**config.mk**
```make
export PLATFORM = sky130hd
export DESIGN_NAME = sorted_priority_queue
export DESIGN_NICKNAME = d
export VERILOG_FILES = /design/src/rtl/spq_pkg.sv /design/src/rtl/spq_cell.sv /design/src/rtl/sorted_priority_queue.sv
export SDC_FILE = /design/constraint.sdc
export NUM_CORES = 2
export LEC_CHECK = 0
export BUFFER_PORTS_ARGS = -buffer_cell sky130_fd_sc_hd__buf_2
export CAP_MARGIN = 15
export CORE_ASPECT_RATIO = 1.4
export CORE_MARGIN = 2
export CORE_UTILIZATION = 55
export DETAILED_ROUTE_END_ITERATION = 12
export GPL_TIMING_DRIVEN = 0
export PLACE_DENSITY = 0.72
export SLEW_MARGIN = 20
export SYNTH_ARGS = -nofsm -noshare
export SYNTH_HDL_FRONTEND = slang
export SYNTH_SLANG_ARGS = --single-unit
```
**constraint.sdc**
```tcl
create_clock -name clk -period 16.1 [get_ports clk]
set_input_delay 2.415 -clock clk [delete_from_list [all_inputs] [get_ports clk]]
set_output_delay 2.415 -clock clk [all_outputs]
set_load 0.05 [all_outputs]
```
**src/rtl/spq_pkg.sv**
```systemverilog
// ============================================================================
// Sorted priority queue package
// Shared types, operation codes and status codes for the queue cell chain.
// ============================================================================
package spq_pkg;

    localparam int DEPTH    = 16;
    localparam int KEY_BITS = 32;
    localparam int COUNT_W  = $clog2(DEPTH + 1);

    localparam logic [1:0] FUNC_FRONT  = 2'd0;
    localparam logic [1:0] FUNC_SORTED = 2'd1;
    localparam logic [1:0] FUNC_REMOVE = 2'd2;
    localparam logic [1:0] FUNC_NOP    = 2'd3;

    localparam logic [1:0] ST_OK        = 2'd0;
    localparam logic [1:0] ST_FULL      = 2'd1;
    localparam logic [1:0] ST_NOT_FOUND = 2'd2;

    typedef struct packed {
        logic [1:0]  func;
        logic [31:0] entry_key;
        logic [7:0]  entry_tag;
    } cmd_t;

    typedef struct packed {
        logic [1:0]  status;
        logic        head_valid;
        logic [31:0] head_key;
        logic [7:0]  head_tag;
        logic [4:0]  entry_count;
    } result_t;

    typedef struct packed {
        logic [KEY_BITS-1:0] key;
        logic [7:0]          tag;
    } slot_t;

    typedef struct packed {
        logic       en;
        logic [1:0] func;
        slot_t      item;
    } cell_ctl_t;

endpackage

```
**src/rtl/spq_cell.sv**
```systemverilog
// ============================================================================
// Queue cell
// Holds one slot of the queue and decides each operation from its neighbors.
// ============================================================================
module spq_cell (
    input  logic              clk,
    input  spq_pkg::cell_ctl_t ctl,
    input  logic              occupied,
    input  spq_pkg::slot_t    left_entry,
    input  spq_pkg::slot_t    right_entry,
    input  logic              keep_in,
    input  logic              hit_in,
    output spq_pkg::slot_t    entry,
    output logic              keep_out,
    output logic              hit_out
);
    import spq_pkg::*;

    slot_t entry_reg;
    slot_t entry_next;
    logic  goes_after;
    logic  match;

    assign goes_after = occupied && (ctl.func == FUNC_SORTED) && (ctl.item.key >= entry_reg.key);
    assign keep_out   = keep_in & goes_after;
    assign match      = occupied && (entry_reg.tag == ctl.item.tag);
    assign hit_out    = hit_in | match;
    assign entry      = entry_reg;

    always_comb
    begin
        entry_next = entry_reg;
        if (ctl.en)
        begin
            unique case (ctl.func)
                FUNC_FRONT, FUNC_SORTED:
                begin
                    if (keep_out)
                        entry_next = entry_reg;
                    else if (keep_in)
                        entry_next = ctl.item;
                    else
                        entry_next = left_entry;
                end
                FUNC_REMOVE:
                begin
                    if (hit_out)
                        entry_next = right_entry;
                end
                FUNC_NOP:
                begin
                    entry_next = entry_reg;
                end
            endcase
        end
    end

    always_ff @(posedge clk)
    begin
        entry_reg <= entry_next;
    end

endmodule

```
**src/rtl/sorted_priority_queue.sv**
```systemverilog
// Sequence: an accepted start loads cmd_reg and moves state_reg to EXEC, raising
// busy; done_reg is then set from the EXEC state and presents the result.
// Busy is high for the one cycle in which the whole cell row compares and shifts
// in parallel; no new command is taken while busy.
// Reset clears the entry count and control state at once; no clearing pass.
// The receiver cannot stall: each result is shown for exactly one cycle.
// ============================================================================
// Sorted priority queue
// Shift-register ordered queue of key and tag entries built from a cell row.
// ============================================================================
module sorted_priority_queue (
    input  logic             clk,
    input  logic             rst_n,
    input  logic             start,
    output logic             busy,
    input  spq_pkg::cmd_t    cmd,
    output logic             done,
    output spq_pkg::result_t result
);
    import spq_pkg::*;

    localparam logic STATE_IDLE = 1'b0;
    localparam logic STATE_EXEC = 1'b1;

    logic               state_reg;
    logic               state_next;
    cmd_t               cmd_reg;
    logic [COUNT_W-1:0] count_reg;
    logic [COUNT_W-1:0] count_next;
    logic [1:0]         status_reg;
    logic [1:0]         status_next;
    logic               done_reg;

    logic               is_insert;
    logic               is_full;
    logic               refused;
    cell_ctl_t          ctl;
    slot_t              cell_entry [DEPTH];
    logic [DEPTH:0]     keep_chain;
    logic [DEPTH:0]     hit_chain;

    assign is_insert = (cmd_reg.func == FUNC_FRONT) || (cmd_reg.func == FUNC_SORTED);
    assign is_full   = (count_reg == COUNT_W'(DEPTH));
    assign refused   = is_insert && is_full;

    assign ctl.en       = (state_reg == STATE_EXEC) && !refused;
    assign ctl.func     = cmd_reg.func;
    assign ctl.item.key = KEY_BITS'(cmd_reg.entry_key);
    assign ctl.item.tag = cmd_reg.entry_tag;

    assign keep_chain[0] = 1'b1;
    assign hit_chain[0]  = 1'b0;

    for (genvar i = 0; i < DEPTH; i++)
    begin : g_cell
        slot_t left_entry;
        slot_t right_entry;
        logic  occupied;

        assign occupied = (count_reg > COUNT_W'(i));

        if (i == 0)
        begin : g_first
            assign left_entry = ctl.item;
        end
        else
        begin : g_mid
            assign left_entry = cell_entry[i-1];
        end

        if (i == DEPTH - 1)
        begin : g_last
            assign right_entry = cell_entry[i];
        end
        else
        begin : g_inner
            assign right_entry = cell_entry[i+1];
        end

        spq_cell u_cell (
            .clk        (clk),
            .ctl        (ctl),
            .occupied   (occupied),
            .left_entry (left_entry),
            .right_entry(right_entry),
            .keep_in    (keep_chain[i]),
            .hit_in     (hit_chain[i]),
            .entry      (cell_entry[i]),
            .keep_out   (keep_chain[i+1]),
            .hit_out    (hit_chain[i+1])
        );
    end

    always_comb
    begin
        state_next  = state_reg;
        count_next  = count_reg;
        status_next = status_reg;
        unique case (state_reg)
            STATE_IDLE:
            begin
                if (start)
                    state_next = STATE_EXEC;
            end
            STATE_EXEC:
            begin
                state_next  = STATE_IDLE;
                status_next = ST_OK;
                if (is_insert)
                begin
                    if (is_full)
                        status_next = ST_FULL;
                    else
                        count_next = count_reg + COUNT_W'(1);
                end
                else if (cmd_reg.func == FUNC_REMOVE)
                begin
                    if (hit_chain[DEPTH])
                        count_next = count_reg - COUNT_W'(1);
                    else
                        status_next = ST_NOT_FOUND;
                end
            end
        endcase
    end

    always_ff @(posedge clk or negedge rst_n)
    begin
        if (!rst_n)
        begin
            state_reg <= STATE_IDLE;
            count_reg <= '0;
            done_reg  <= 1'b0;
        end
        else
        begin
            state_reg <= state_next;
            count_reg <= count_next;
            done_reg  <= (state_reg == STATE_EXEC);
        end
    end

    always_ff @(posedge clk)
    begin
        status_reg <= status_next;
        if (start && (state_reg == STATE_IDLE))
            cmd_reg <= cmd;
    end

    assign busy = (state_reg == STATE_EXEC);
    assign done = done_reg;

    assign result.status      = status_reg;
    assign result.head_valid  = (count_reg != '0);
    assign result.head_key    = (count_reg != '0) ? 32'(cell_entry[0].key) : '0;
    assign result.head_tag    = (count_reg != '0) ? cell_entry[0].tag : '0;
    assign result.entry_count = 5'(count_reg);

endmodule

```
==> summary.txt <==
Power
  • Worst vdd rail ir drop: 102.5 uV
  • Total power draw: 5.043 mW
  • Power density of the placed cells: 94.39 nW/um2
  • Leak: 22.20 nW

Global routing
  • Pin count of the biggest net entering global routing: 32
  • Aggregate global routing overflow: 0
  • Number of antenna violations at the first check in global routing: 2
  • Via count of the first global-routing pass: 42770
  • Global router's overall resource usage: 41.47%
  • Wire length of the first global-routing pass: 270700 um

Floorplanning
  • Die Y-Extent: 354.4 um
  • Number of top-level design ports: 95
  • Effective utilization at floorplan: 55.47%
  • Number of placement rows: 128
  • Die Footprint: 90130 um2
  • Total core area: 86960 um2
  • Chip Width: 254.3 um

Drt
  • Antenna viol nets, final: 0
  • DRT Wirelength: 188100 um
  • Routed via count: 42600
  • Count of unresolved DRC violations after routing: 0
  • Total iterations of the first detailed-routing run: 8
  • Mean routed wirelength per cell: 29.03 um
  • Detailed-route vias per instance: 6.573
  • DRT iter0 DRCs: 4494

Clock tree
  • CTS Hold Bufs: 0
  • Number of CTS-inserted buffers: 75
  • Library cell used as clock root buffer: sky130_fd_sc_hd__clkbuf_16
  • Clock-pin slew of the registers on the worst-case setup and hold paths: 0.07 ns
  • Count of cells resized by post-cts repair: 0
  • Number of H-tree branching levels: 3
  • Insertion delay of the later-clocked pin in the worst-skew pair: 0.67 ns
  • Sink Count: 691
  • CTS tree: built
  • Setup bufs post-CTS: 0
  • Maximum buffer depth of the clock tree: 3

Yosys
  • XOR/XNOR Fraction of Synth Area: 2.378%
  • Mux contribution to synthesized area: 5.229%
  • Number of unique standard cell types used by synthesis: 65
  • Syn Inst Count: 5046
  • Synth Cell Area: 48240 um2
  • Async S/R FF share, synth: 1.013%
  • Complex-gate fraction of the synthesized area: 16.15%
  • Number of warning messages in the yosys log: 0
  • Adder and majority gate portion of the synthesized area: 13.41%
  • Synth Area in Simple Gates: 13.11%
  • Top cell type's share of synthesized area: 42.58%
  • Post-Synthesis Net Count: 5608
  • EDFF count, synth: 684
  • Synthesized area per cell: 9.560 um2
  • Biggest area contributors in the synthesized netlist: sky130_fd_sc_hd__edfxtp_1 (43%), sky130_fd_sc_hd__ha_1 (13%), sky130_fd_sc_hd__mux2i_1 (4.3%)
  • Flip-flop cell with the highest count after synthesis: sky130_fd_sc_hd__edfxtp_1
  • Number of synthesized register bits: 691
  • Sequential fraction of the synthesis area: 42.94%
  • Post-synth top area cell: sky130_fd_sc_hd__edfxtp_1
  • Combinational family with the most area after synthesis: compound AO/OA/AOI/OAI gates

STA
  • Max Clk Rate: 135.5 MHz
  • Shortest clock period the worst path allows after layout: 7.381 ns
  • # setup viols final: 0
  • Tightest slew margin relative to the limit: 12.33%
  • Final cycle utilization of the critical path: 45.85%
  • Worst-Margin Slew: 1.301 ns
  • Unrepaired setup endpoints after global routing: false
  • Final Slew Violations: 0
  • Worst-case clock skew: 0.02318 ns
  • Fin. Hold Viols: 0
  • Final setup TNS: 0 ns

Cells and area
  • Filler instances: 7583
  • Commonest cells after routing, fill and taps aside: sky130_fd_sc_hd__edfxtp_1 (684), sky130_fd_sc_hd__ha_1 (517), sky130_fd_sc_hd__inv_1 (512)
  • Layout cell share with drive strength beyond 1: 6.439%
  • Area growth syn-to-layout: 10.75%
  • Multi-input gate area: 24410 um2
  • Area occupied by registers: 20710 um2
  • Most frequent standard cell in the layout excluding fill and tap cells: sky130_fd_sc_hd__edfxtp_1
  • Largest register FFs: 640
  • Number of antenna diodes: 0
  • Final Net Count: 5811

Critical path
  • Data arrival time at the worst-slack endpoint: 7.73 ns
  • CP Cell Sequence: inv_1, ha_1, nand2b_1, a211oi_1, o21ai_0, a2111oi_2, o21ai_0, a211oi_1, o31ai_1, a21oi_1, clkbuf_1, nor2_1, buf_2, a22oi_2, buf_6, buf_6, buf_6
  • Reg2Reg Depth: 17
  • Crit-path most repeated cell: sky130_fd_sc_hd__buf_6
  • Startpoint class of the critical path: register
  • Crit path launch: cmd_reg[8]
  • Endpoint type of the worst setup path: register
  • Worst Path Max Fanout: 22
  • CP Class: register to register
  • Peak per-stage delay on the critical path: 1.02 ns
  • Worst path top cell family by delay: compound AO/OA/AOI/OAI gates
  • Slowest cell on crit path: sky130_fd_sc_hd__a211oi_1
  • Setup slack of the worst register-to-register path: 8.72 ns
  • Worst R2R End: g_cell[12].u_cell.entry[22]
  • Startpoint of the worst register-to-register path: cmd_reg[8]
  • WP data required: 16.45 ns
  • Buffer and inverter count on the worst path: 6

Min path
  • Hold Path Origin: g_cell[9].u_cell.entry[33]
  • Min-Delay Path Class: register to register
  • Min-Delay Endpoint: g_cell[10].u_cell.entry[33]
  • Cell depth of the worst min-delay path: 2

Status
  • Status: completed

Placement
  • Number of buffers added on ports: 94
  • Placer Congestion: 1.020
  • Placed wire-length estimate: 153100 um

Job
  • Total of max-cap violations: 0
worst min-delay path: cells and delay by family (launching register included):
family          cells  cell delay [ns]
compound gates      1             0.07
flops               1             0.34
simple gates        1             0.07
cell usage after synthesis, drive strengths merged (7+ instances only):
| cell | number |
|---|---|
| o31ai | 87 |
| o211ai | 94 |
| nand2b | 23 |
| edfxtp | 684 |
| a21o | 46 |
| o21a | 14 |
| a2111oi | 15 |
| clkbuf | 288 |
| a311o | 52 |
| a211oi | 56 |
| nor4 | 27 |
| a221oi | 10 |
| xnor2 | 72 |
| nand2 | 481 |
| mux2i | 207 |
| ha | 517 |
| and3 | 9 |
| nor2 | 366 |
| dfrtp | 7 |
| inv | 513 |
| a21oi | 195 |
| nor2b | 23 |
| o21ai | 385 |
| nand3 | 228 |
| a31oi | 120 |
| o221ai | 77 |
| nand4 | 165 |
| nor3 | 27 |
| mux2 | 40 |
| and4 | 11 |
| xor2 | 59 |
| buf | 61 |
how the worst max path moves through the flow:
stage                                       end  slack, ns  cells after the start
floorplan             g_cell[3].u_cell.entry[0]       9.19                     13
global placement     g_cell[3].u_cell.entry[28]       4.97                     13
detailed placement  g_cell[12].u_cell.entry[31]       8.91                     17
CTS                 g_cell[12].u_cell.entry[19]       8.87                     17
global route        g_cell[12].u_cell.entry[19]       8.52                     17
finish              g_cell[12].u_cell.entry[22]       8.72                     17
per-layer routing:
metal,global-route usage (%),wire length [um]
met1,45.73,64540
met2,68.36,88600
met3,6.328,14570
met4,38.41,20420
met5,0,11
layout make-up:
class | count | area share, %
Buffer | 349 | 2.515
Clock inverter | 49 | 0.9790
Multi-Input combinational cell | 3493 | 45.69
Timing Repair Buffer | 126 | 1.993
Sequential cell | 691 | 38.78
Clock buffer | 90 | 3.698
Tap cell | 1170 | 2.740
Inverter | 513 | 3.604
where the power goes:
part | internal [mW] | total, mW | switching, mW
sequential | 2.08 | 2.18 | 0.0953
combinational | 0.299 | 1.03 | 0.729
clock | 1.04 | 1.84 | 0.798
total | 3.42 | 5.04 | 1.62
metrics by stage:
step / instance area, um2 / util [%] / setup slack [ns] / std cells / hold WS [ns]
final: 53420 / 61.43 / 8.719 / 6481 / 0.5787
after global routing: 53420 / 61.43 / 8.524 / 6481 / 0.6018
after CTS: 53340 / 61.33 / 8.871 / 6477 / 0.5765
after detailed placement: 50840 / 58.46 / 8.912 / 6338 / 0.5688
after global placement: 50170 / 57.69 / 4.967 / 6310 / 0.5505
after floorplan: 48240 / - / 9.194 / 5046 / 0.5428
kinds of logic (layout without fill, tap and decap cells):
kind of cell | after synthesis | count (layout)
XOR/XNOR | 131 | 131
AO/OA/AOI/OAI | 1208 | 1208
buffers and inverters | 862 | 1127
flip-flops | 691 | 691
AND/OR/NAND/NOR | 1390 | 1390
multiplexers | 247 | 247
adder cells (fa/ha/maj) | 517 | 517
No activity file was read; power rests on OpenSTA's default activity.
